**config.mk**
```make
export PLATFORM = sky130hd
export DESIGN_NAME = fia_emit
export DESIGN_NICKNAME = d
export VERILOG_FILES = /design/src/design/fia_pkg.sv /design/src/design/fia_emit.sv
export SDC_FILE = /design/constraint.sdc
export NUM_CORES = 1
export LEC_CHECK = 0
export ABC_AREA = 1
export BUFFER_PORTS_ARGS = -buffer_cell sky130_fd_sc_hd__buf_2
export CORE_MARGIN = 1
export CORE_UTILIZATION = 45
export DETAILED_ROUTE_END_ITERATION = 10
export PLACE_DENSITY_LB_ADDON = 0.12
export SYNTH_ARGS = -nofsm -noshare
export SYNTH_HDL_FRONTEND = slang
export SYNTH_SLANG_ARGS = --single-unit
export TNS_END_PERCENT = 1
```
**constraint.sdc**
```tcl
create_clock -name clock -period 11.2 [get_ports clock]
set_input_delay 1.68 -clock clock [delete_from_list [all_inputs] [get_ports clock]]
set_output_delay 1.68 -clock clock [all_outputs]
set_load 0.1 [all_outputs]
```
**src/design/fia_pkg.sv**
```systemverilog
// Shared types, opcodes and character constants for the format item converter.
`timescale 1ns / 1ps
`default_nettype none

package fia_pkg;

   localparam int DEC_DIGITS = 10;
   localparam int HEX_DIGITS_N = 8;
   localparam int MAX_CHARS = 11;

   typedef enum logic [2:0] {
      OP_LITERAL = 3'd0,
      OP_ESCAPE  = 3'd1,
      OP_DECIMAL = 3'd2,
      OP_HEX_MIN = 3'd3,
      OP_HEX_PAD = 3'd4
   } fia_op_type;

   localparam logic [15:0][7:0] HEX_DIGITS = "FEDCBA9876543210";

   localparam logic [7:0] CHAR_MINUS     = 8'h2d;
   localparam logic [7:0] CHAR_BACKSLASH = 8'h5c;
   localparam logic [7:0] CHAR_A = 8'h61;
   localparam logic [7:0] CHAR_B = 8'h62;
   localparam logic [7:0] CHAR_T = 8'h74;
   localparam logic [7:0] CHAR_N = 8'h6e;
   localparam logic [7:0] CHAR_V = 8'h76;
   localparam logic [7:0] CHAR_F = 8'h66;
   localparam logic [7:0] CHAR_R = 8'h72;

   localparam logic [7:0] CODE_BELL = 8'd7;
   localparam logic [7:0] CODE_BS   = 8'd8;
   localparam logic [7:0] CODE_TAB  = 8'd9;
   localparam logic [7:0] CODE_LF   = 8'd10;
   localparam logic [7:0] CODE_VT   = 8'd11;
   localparam logic [7:0] CODE_FF   = 8'd12;
   localparam logic [7:0] CODE_CR   = 8'd13;

   // Reciprocal of ten, exact for every 32-bit dividend after a shift by 35.
   localparam logic [31:0] RECIP_TEN = 32'hcccc_cccd;
   localparam int RECIP_SHIFT = 35;

   typedef logic [MAX_CHARS-1:0][7:0] fia_chars_type;

   typedef struct packed {
      fia_op_type                      opcode;
      logic [7:0]                      char_in;
      logic [31:0]                     word;
      logic                            neg;
      logic [31:0]                     rem;
      logic [DEC_DIGITS-1:0][3:0]      digits;
   } fia_pipe_type;

   function automatic logic [7:0] nibble_to_ascii(input logic [3:0] nib);
      return HEX_DIGITS[nib];
   endfunction

endpackage

`default_nettype wire

```
**src/design/fia_emit.sv**
```systemverilog
// Output shifter that hands out the characters of one item, one per cycle while rsp_stall is low.
`timescale 1ns / 1ps
`default_nettype none

module fia_emit (
   input  wire logic                   clock,
   input  wire logic                   reset,
   input  wire logic                   pack_vld,
   input  wire fia_pkg::fia_chars_type pack_chars,
   input  wire logic [3:0]             pack_count,
   output logic                        load,
   output logic                        rsp_valid,
   input  wire logic                   rsp_stall,
   output logic [7:0]                  rsp_out_char,
   output logic                        rsp_last
);
   import fia_pkg::*;

   fia_chars_type  chars_ff;
   fia_chars_type  chars_in;
   logic [3:0]     count_ff;
   logic [3:0]     count_in;
   logic           fire;
   logic           free;

   assign fire = (count_ff != 4'd0) && !rsp_stall;
   // The next item may load in the same cycle the final character leaves.
   assign free = (count_ff == 4'd0) || ((count_ff == 4'd1) && fire);
   assign load = pack_vld && free;

   always_comb begin
      chars_in = chars_ff;
      count_in = count_ff;
      if (load) begin
         chars_in = pack_chars;
         count_in = pack_count;
      end else if (fire) begin
         chars_in = {8'd0, chars_ff[MAX_CHARS-1:1]};
         count_in = count_ff - 4'd1;
      end
   end

   always_ff @(posedge clock) begin
      if (reset) begin
         count_ff <= 4'd0;
      end else begin
         count_ff <= count_in;
      end
   end

   always_ff @(posedge clock) begin
      chars_ff <= chars_in;
   end

   assign rsp_valid    = count_ff != 4'd0;
   assign rsp_out_char = chars_ff[0];
   assign rsp_last     = count_ff == 4'd1;

endmodule

`default_nettype wire
```
==> impl_metrics.csv <==
group,metric,value,unit
worst_setup_path,critPathCaptureType,"output pin",
worst_setup_path,r2r_setup_slack,8.53,ns
placed_design,place_hpwl,4.68,mm
timing,tightest_slew,1.13,ns
synthesis,yosys_warnings,0,
placed_design,dp_slack,6.29,ns
grt,grt_pass1_vias,2921,
cts,root_buffer,"clkbuf_8",
worst_setup_path,critPathCapture,"load",
worst_setup_path,crit_arrival,3.24,ns
worst_setup_path,path_cells,"buf_2, inv_1, nand3_1, nand2_2, nand2_4, inv_2, buf_2",
outcome,run_status,"complete, but fails checks",
worst_setup_path,reg2regPathDepth,9,
worst_setup_path,crit_type,"in -> out",
timing,setup_viol,0,
power_and_ir_drop,worst_ir_drop_vdd,298,µV
floorplan,die_x,97.8,µm
timing,worst_slack,6.28,ns
grt,globalRouteTotalUtil,16.6,%
detailed_routing,drt_first_pass_iters,7,
cts,cts_tree,"done",
detailed_routing,post_drt_wl_per_cell,11.8,µm
worst_setup_path,cp_data_required_time,9.52,ns
grt,antenna_found_initial,0,
synthesis,synthCells,425,
detailed_routing,drc_errors,16,
worst_setup_path,crit_fanout,94,
worst_setup_path,worst-path-buf-inv,4,
cells_and_area,syn_to_final_growth,17.8,%
cells_and_area,final_util,55.2,%
cts,htreeDepth,3,
floorplan,die_area,0.00957,mm²
cts,clkLatencyLatePin,0.35,ns
timing,slew_headroom,24.7,%
worst_setup_path,worst_path_most_repeated_cell,"buf_2",
cells_and_area,final_cells,631,
power_and_ir_drop,swShare,41.2,%
cts,post_cts_resized,0,
power_and_ir_drop,power_density,354,mW/mm²
worst_setup_path,r2r-end,"chars_ff[24]",
timing,skew,0.0116,ns
timing,min_period_over_period,43.9,%
worst_setup_path,startpoint_type,"input port",
floorplan,rows,34,
worst_setup_path,path_depth,7,
power_and_ir_drop,power.switching,0.710,mW
synthesis,synth_cell_types,17,
timing,slew_violations,0,
worst_hold_path,hp-class,"reg -> reg",
grt,grt_overflow,0,
detailed_routing,routed_wirelength,7.46,mm
floorplan,initial_core_util,46.9,%
cts,post_cts_buffers,0,
synthesis,synth_nets,523,
timing,hold_slack,0.514,ns
power_and_ir_drop,p_clk_share,15.5,%
power_and_ir_drop,seqPwrFrac,43.0,%
worst_setup_path,max_stage_delay,0.47,ns
synthesis,yosysTopAreaCellShare,64.0,%
cells_and_area,final_nets,616,
power_and_ir_drop,p_leak,2.36,nW
timing,fin_setup_tns,0,ns
detailed_routing,dr_total_vias,2900,
detailed_routing,drt_iter0_markers,155,
timing,period_minus_slack,4.92,ns
cells_and_area,final_layout_size_suffix_gt1_share,24.5,%
placed_design,gp_congestion,0.770,
floorplan,ioPinCount,107,
worst_setup_path,r2r_start,"count_ff[0]",
cts,cts_buffers,9,
run,cap_violations,0,
worst_setup_path,critPathLaunch,"rsp_stall",
outcome,violations,"design-rule violations",
placed_design,port_buffers,106,
placed_design,dp.cells,615,
detailed_routing,ant_nets,0,
timing,finalHoldViolCount,0,
floorplan,die_h,97.8,µm
power_and_ir_drop,finalPower,1.72,mW
placed_design,place_area,0.00462,mm²
cells_and_area,diodes,0,
detailed_routing,vias_per_cell,4.60,
worst_hold_path,hp-start,"chars_ff[47]",
timing,rsz0062_at_grt,"false",
synthesis,synth.top_cells.by_area,"edfxtp_1, nand2_1, buf_6",
floorplan,core,0.00881,mm²
cts,postCtsHoldBufs,0,
cts,cts_max_path_buffers,2,
cts,cts.sinks,92,
synthesis,seq_area_frac_synth,65.9,%
worst_setup_path,crit_slowest_cell,"nand2_4",
synthesis,syn_avg_cell_area,9.72,µm²
grt,grt_max_degree,95,
power_and_ir_drop,intPower,1.01,mW
synthesis,synth_seq_cells,92,
cells_and_area,fin_area,0.00486,mm²
grt,grt_pass1_wl,12.5,mm
timing,timing.fmax,203,MHz
cts,path_clk_slew,0.09,ns
power_and_ir_drop,p_comb_share,41.5,%
worst_setup_path,cpLargestDelayFamily,"buffers and inverters",
synthesis,synth.largest_area_cell,"edfxtp_1",
synthesis,syn_area,0.00413,mm²
-- sequential cells by signal, summed over array words and instances (netlist names) --
register	flops
chars_ff	80
rsp_out_char	8
count_ff	4
-- logic make-up after synthesis --
| kind of cell | after synthesis | synth area share, % |
|---|---|---|
| AO/OA/AOI/OAI | 5 | 0.606 |
| XOR/XNOR | 1 | 0.212 |
| adder cells (fa/ha/maj) | 2 | 0.606 |
| buffers and inverters | 46 | 6.79 |
| flip-flops | 92 | 65.9 |
| AND/OR/NAND/NOR | 279 | 25.9 |
-- synth_stat cells, drive strengths merged --
master / count
nand3b: 1
inv: 20
nor2: 17
xor2: 1
o21ai: 3
a21oi: 2
nand2: 255
buf: 26
dfxtp: 4
nand3: 6
ha: 2
edfxtp: 88
-- power groups by stage --
stage                     logic (mW)  registers, mW  clock network [mW]
final                          0.715          0.741               0.267
after global routing           0.809          0.761               0.288
after CTS                      0.735          0.743               0.273
after detailed placement       0.731          0.750                   0
after global placement         0.721          0.747                   0
after floorplan                0.631          0.791                   0
-- cell usage in the layout, fill, tap and decap left out --
master      instances
bufinv_16           3
nor2_2              1
clkinvlp_4          1
nand2_1           252
dfxtp_1             4
xor2_1              1
edfxtp_1           88
ha_1                2
nand2_4             1
inv_1              19
nand3_1             6
a21oi_1             2
inv_2               1
nand2_2             2
buf_2             106
nand3b_1            1
o21ai_0             2
clkbuf_8           10
buf_4               2
clkbuf_1            2
o21ai_4             1
nor2_1             16
-- tightest hold or removal path: stages (launching register included) --
cell	delay (ns)
edfxtp_1	0.32
nand2_1	0.05
nand2_1	0.05
-- area by class of cell --
cell class / count / area (µm²)
clock buffer: 12 / 145
multi-input combinational: 287 / 1140
timing repair buffer: 108 / 546
fill: 831 / 3940
sequential: 92 / 2720
clock inverter: 4 / 97.6
inverter: 20 / 75.1
tap: 108 / 135
-- routing by layer --
layer	GRT usage (%)	share of wire [%]	vias up	wire [µm]
li1	-	-	1521	-
met1	20.0	44	1287	3310
met2	28.2	47	81	3530
met3	4.65	6.8	11	506
met4	6.99	1.6	0	121
met5	0	0	-	0
-- worst min path at each step --
stage                              end  slack [ns]  cells after the start
after global routing       count_ff[1]        0.53                      2
after detailed placement   count_ff[1]        0.50                      2
after global placement     count_ff[1]        0.49                      2
after floorplan            count_ff[1]        0.47                      2
after CTS                  count_ff[1]        0.51                      2
final                     chars_ff[39]        0.51                      2
Power figures use the tool's default switching activity.
