[config.mk]
export PLATFORM = sky130hd
export DESIGN_NAME = fia_pack
export DESIGN_NICKNAME = d
export VERILOG_FILES = /design/src/design/fia_pkg.sv /design/src/design/fia_pack.sv
export SDC_FILE = /design/constraint.sdc
export NUM_CORES = 1
export LEC_CHECK = 0
export BUFFER_PORTS_ARGS = -buffer_cell sky130_fd_sc_hd__buf_2
export CAP_MARGIN = 20
export CELL_PAD_IN_SITES_DETAIL_PLACEMENT = 0
export CELL_PAD_IN_SITES_GLOBAL_PLACEMENT = 1
export CORE_MARGIN = 5
export CORE_UTILIZATION = 47
export DETAILED_ROUTE_END_ITERATION = 6
export GPL_ROUTABILITY_DRIVEN = 0
export PLACE_DENSITY = 0.91
export SYNTH_ARGS = -nofsm -noshare
export SYNTH_HDL_FRONTEND = slang
export SYNTH_SLANG_ARGS = --single-unit
[constraint.sdc]
create_clock -name clock -period 11.8 [get_ports clock]
set_input_delay 0.59 -clock clock [delete_from_list [all_inputs] [get_ports clock]]
set_output_delay 0.59 -clock clock [all_outputs]
set_load 0.02 [all_outputs]
[src/design/fia_pkg.sv]
// Shared types, opcodes and character constants for the format item converter.
`timescale 1ns / 1ps
`default_nettype none

package fia_pkg;

   localparam int DEC_DIGITS = 10;
   localparam int HEX_DIGITS_N = 8;
   localparam int MAX_CHARS = 11;

   typedef enum logic [2:0] {
      OP_LITERAL = 3'd0,
      OP_ESCAPE  = 3'd1,
      OP_DECIMAL = 3'd2,
      OP_HEX_MIN = 3'd3,
      OP_HEX_PAD = 3'd4
   } fia_op_type;

   localparam logic [15:0][7:0] HEX_DIGITS = "FEDCBA9876543210";

   localparam logic [7:0] CHAR_MINUS     = 8'h2d;
   localparam logic [7:0] CHAR_BACKSLASH = 8'h5c;
   localparam logic [7:0] CHAR_A = 8'h61;
   localparam logic [7:0] CHAR_B = 8'h62;
   localparam logic [7:0] CHAR_T = 8'h74;
   localparam logic [7:0] CHAR_N = 8'h6e;
   localparam logic [7:0] CHAR_V = 8'h76;
   localparam logic [7:0] CHAR_F = 8'h66;
   localparam logic [7:0] CHAR_R = 8'h72;

   localparam logic [7:0] CODE_BELL = 8'd7;
   localparam logic [7:0] CODE_BS   = 8'd8;
   localparam logic [7:0] CODE_TAB  = 8'd9;
   localparam logic [7:0] CODE_LF   = 8'd10;
   localparam logic [7:0] CODE_VT   = 8'd11;
   localparam logic [7:0] CODE_FF   = 8'd12;
   localparam logic [7:0] CODE_CR   = 8'd13;

   // Reciprocal of ten, exact for every 32-bit dividend after a shift by 35.
   localparam logic [31:0] RECIP_TEN = 32'hcccc_cccd;
   localparam int RECIP_SHIFT = 35;

   typedef logic [MAX_CHARS-1:0][7:0] fia_chars_type;

   typedef struct packed {
      fia_op_type                      opcode;
      logic [7:0]                      char_in;
      logic [31:0]                     word;
      logic                            neg;
      logic [31:0]                     rem;
      logic [DEC_DIGITS-1:0][3:0]      digits;
   } fia_pipe_type;

   function automatic logic [7:0] nibble_to_ascii(input logic [3:0] nib);
      return HEX_DIGITS[nib];
   endfunction

endpackage

`default_nettype wire

[src/design/fia_pack.sv]
// Final pipeline stage that lays out the characters of one item and counts them.
`timescale 1ns / 1ps
`default_nettype none

module fia_pack (
   input  wire logic                   clock,
   input  wire logic                   reset,
   input  wire logic                   en,
   input  wire logic                   vld_in,
   input  wire fia_pkg::fia_pipe_type  pipe_in,
   output logic                        vld_out,
   output fia_pkg::fia_chars_type      chars_out,
   output logic [3:0]                  count_out
);
   import fia_pkg::*;

   logic                           vld_ff;
   fia_chars_type                  chars_ff;
   fia_chars_type                  chars_in;
   logic [3:0]                     count_ff;
   logic [3:0]                     count_in;
   logic [3:0]                     dec_len;
   logic [3:0]                     hex_len;
   logic [HEX_DIGITS_N-1:0][3:0]   nibs;
   logic [5:0]                     dpos;
   logic [4:0]                     hpos;

   always_comb begin
      nibs    = pipe_in.word;
      dec_len = 4'd1;
      hex_len = 4'd1;
      for (int k = 0; k < DEC_DIGITS; k++) begin
         if (pipe_in.digits[k] != 4'd0) begin
            dec_len = 4'(k + 1);
         end
      end
      for (int k = 0; k < HEX_DIGITS_N; k++) begin
         if (nibs[k] != 4'd0) begin
            hex_len = 4'(k + 1);
         end
      end

      chars_in = '0;
      count_in = 4'd0;
      dpos     = 6'd0;
      hpos     = 5'd0;
      case (pipe_in.opcode)
         OP_LITERAL: begin
            chars_in[0] = pipe_in.char_in;
            count_in    = 4'd1;
         end
         OP_ESCAPE: begin
            count_in = 4'd1;
            case (pipe_in.char_in)
               CHAR_A:         chars_in[0] = CODE_BELL;
               CHAR_B:         chars_in[0] = CODE_BS;
               CHAR_T:         chars_in[0] = CODE_TAB;
               CHAR_N:         chars_in[0] = CODE_LF;
               CHAR_V:         chars_in[0] = CODE_VT;
               CHAR_F:         chars_in[0] = CODE_FF;
               CHAR_R:         chars_in[0] = CODE_CR;
               CHAR_BACKSLASH: chars_in[0] = CHAR_BACKSLASH;
               default:        count_in    = 4'd0;
            endcase
         end
         OP_DECIMAL: begin
            // Slot j holds digit dec_len-1-(j-neg); out-of-range positions wrap high.
            for (int j = 0; j < MAX_CHARS; j++) begin
               dpos = 6'(dec_len) + 6'(pipe_in.neg) - 6'(j) - 6'd1;
               if (pipe_in.neg && j == 0) begin
                  chars_in[j] = CHAR_MINUS;
               end else if (dpos < 6'(DEC_DIGITS)) begin
                  chars_in[j] = nibble_to_ascii(pipe_in.digits[dpos[3:0]]);
               end
            end
            count_in = dec_len + 4'(pipe_in.neg);
         end
         OP_HEX_MIN: begin
            for (int j = 0; j < HEX_DIGITS_N; j++) begin
               hpos = 5'(hex_len) - 5'(j) - 5'd1;
               if (hpos < 5'(HEX_DIGITS_N)) begin
                  chars_in[j] = nibble_to_ascii(nibs[hpos[2:0]]);
               end
            end
            count_in = hex_len;
         end
         OP_HEX_PAD: begin
            for (int j = 0; j < HEX_DIGITS_N; j++) begin
               chars_in[j] = nibble_to_ascii(nibs[HEX_DIGITS_N-1-j]);
            end
            count_in = 4'(HEX_DIGITS_N);
         end
         default: begin
            count_in = 4'd0;
         end
      endcase
   end

   always_ff @(posedge clock) begin
      if (reset) begin
         vld_ff <= 1'b0;
      end else if (en) begin
         vld_ff <= vld_in;
      end
   end

   always_ff @(posedge clock) begin
      if (en) begin
         chars_ff <= chars_in;
         count_ff <= count_in;
      end
   end

   assign vld_out   = vld_ff;
   assign chars_out = chars_ff;
   assign count_out = count_ff;

endmodule

`default_nettype wire

==> results.toml <==
[finish]
n_fill_cell = 2220
final_common_cell = "buf_2"
diodes = 0
most-common-layout-cells = "buf_2, mux2i_1, nand2_1"
fin_nets = 1577
area_growth_pct = 11.5
drive_gt1_share_pct = 22.7

[global_routing]
grt_max_degree = 74
grt_usage_pct = 25.5
grt_pass1_vias = 9808
grt_remaining_overflow = 0
antenna_found_initial = 0
grt_pass1_wl_um = 54000

[timing]
finalClockSkew_ns = 0
final_max_slew_viol_count = 0
fin_hold_ws_ns = 0.393
fin_crit_sh_pct = 55.7
hold_viol_final = 0
slew_headroom_pct = 28.3
setup_tns_ns = 0
clock.fmax_mhz = 152
setup_viol = 0
finalCriticalPeriod_ns = 6.57
grt_setup_unrepaired = "no"
worst_slew_pin_slew_ns = 1.07

[clocking]
htreeDepth = 3
cts_hold_buf = 0
clock_tree.root_cell = "clkbuf_16"
clk_latency_ns = 0.34
clk_pin_slew_ns = 0.06
postCtsResizedCells = 0
post_cts_buffers = 0
cts_tree = "done"
clkSinkCount = 73
numCtsBuffers = 9
clk_path_buf_depth = 2

[routing]
drc = 0
wl_met2_um = 15800
first_pass_iters = 5
wl_um = 35500
wl_met3_um = 3290
routed.top_layer = "met4"
wire_per_inst_um = 20.8
dr_total_vias = 10900
ant_nets = 0
wl_met1_um = 15200
drt_iter0_drc = 1036
via_per_inst = 6.38

[critical_path]
r2r_slack_ns = 11.22
slowest_delay_ns = 1.18
worstSetupEndpointType = "register"
worst_ep_arrival_time_ns = 6.66
worstPathMaxFanout = 48
start_kind = "input pin"
required_ns = 11.89
crit_chain = "buf_2 -> nor4_1 -> a21boi_0 -> ha_2 -> ha_1 -> buf_4 -> clkinv_1 -> ha_2 -> mux2_2 -> a21oi_1 -> o22ai_1 -> ha_1 -> inv_1 -> o21ai_0 -> and3_1 -> or4_1"
crit_type = "in -> reg"
cpMaxStageDelayCell = "ha_2"

[floorplanning]
fp.coreArea_sq_um = 23300
die_x_um = 164
row_count = 56
io_pins = 213
die_h_um = 164
die_area_sq_um = 26800
start_util_pct = 47.5

[power]
power_density_nw_per_um2 = 94.0
p_leak_nw = 5.24
ir_drop_v = 0.0000675

[synthesis]
synth-seq-cells = 73
synth_warnings = 0
synth.avg_cell_area_sq_um = 8.71
netlist_area_sq_um = 11100
async_reset_ff_share_pct = 0
synth.distinct_cells = 98
yosysSeqAreaShare_pct = 19.7
dominantRegCellSynth = "edfxtp_1"
synth-edff-count = 72
syn_inst = 1273

[placed_design]
dp_hpwl_um = 27000
numPortBuffers = 170

[run]
cap_violations = 0

[min_path]
hold_path.class = "in -> reg"

[status]
status = "completed"
[registers in the layout, summed over array words and instances (netlist names)]
register and flops:
vld_out 1, count_out 4, chars_out 68
[cell type report]
cell class	count	area (sq um)	share of cell area (%)
multi-input cells	1027	8170	66.1
flip-flops and latches	73	2180	17.7
repair buffers	178	920	7.44
well taps	319	399	3.23
inverters	93	352	2.84
clock buffers	10	239	1.93
clock inverters	6	98.8	0.800
[stage by stage]
step / setup slack [ns] / instance area, sq um / cells / total power [mW] / utilization, %
final: 5.23 / 12400 / 1706 / 1.16 / 53.0
after global routing: 4.91 / 12400 / 1706 / 1.22 / 53.0
after CTS: 5.36 / 12300 / 1705 / 1.16 / 52.9
after detailed placement: 5.06 / 12000 / 1689 / 0.833 / 51.5
after global placement: 5.15 / 12000 / 1689 / 0.823 / 51.5
after floorplan: 5.36 / 11100 / 1284 / 0.694 / -
[cells in the mapped netlist (all sizes together) (18+ instances only)]
cell,n,share of area [%]
nor2,94,3.3
nand3,28,1.3
o211ai,27,1.9
nand2b,20,1.1
a31oi,18,1.0
mux4,48,9.9
ha,75,8.5
a21oi,84,3.8
edfxtp,72,20
nor2b,18,1.0
mux2i,118,11
clkbuf,54,1.8
nand2,109,3.7
buf,37,2.1
o22ai,21,1.4
inv,92,3.1
o21ai,66,3.1
mux2,27,2.7
a211oi,26,1.9
[layer usage]
layer | track usage [%] | up-vias
met5 | 0 | -
met4 | 7.89 | 0
met3 | 5.53 | 104
met2 | 39.9 | 596
met1 | 35.5 | 5157
li1 | - | 5035
[worst paths after layout]
check	from	to	depth (start not counted)
setup / recovery	pipe_in[32]	chars_out[0]$_DFFE_PP_	16
hold / removal	reset	vld_out$_SDFFE_PP0P_	2
setup reg to reg	vld_out$_SDFFE_PP0P_	vld_out$_SDFFE_PP0P_	2
hold reg to reg	vld_out$_SDFFE_PP0P_	vld_out$_SDFFE_PP0P_	2
[report_power, final]
group	internal (mW)	switching, mW	total [mW]
clock	0.195	0.128	0.323
sequential	0.311	0.00627	0.318
combinational	0.198	0.324	0.522
[cell families (layout without fill, tap and decap cells)]
| logic type | after synthesis | in the layout | synth area share [%] |
|---|---|---|---|
| buffers and inverters | 184 | 287 | 7.08 |
| other | 2 | 13 | 0.0677 |
| DFF | 73 | 73 | 19.7 |
| xor gates and xnor gates | 13 | 13 | 1.76 |
| muxes | 193 | 193 | 23.4 |
| and+or+nand+nor | 376 | 376 | 17.1 |
| AOI/OAI and AO/OA | 357 | 357 | 22.4 |
| adders and majority gates | 75 | 75 | 8.47 |
[worst max-delay path, delay by kind of cell]
kind,cells,cell delay (ns)
and+or+nand+nor,3,1.47
muxes,1,0.43
buffers and inverters,4,1.04
AOI/OAI and AO/OA,4,0.96
adders and majority gates,4,2.12
(Power assumes the default switching activity.)
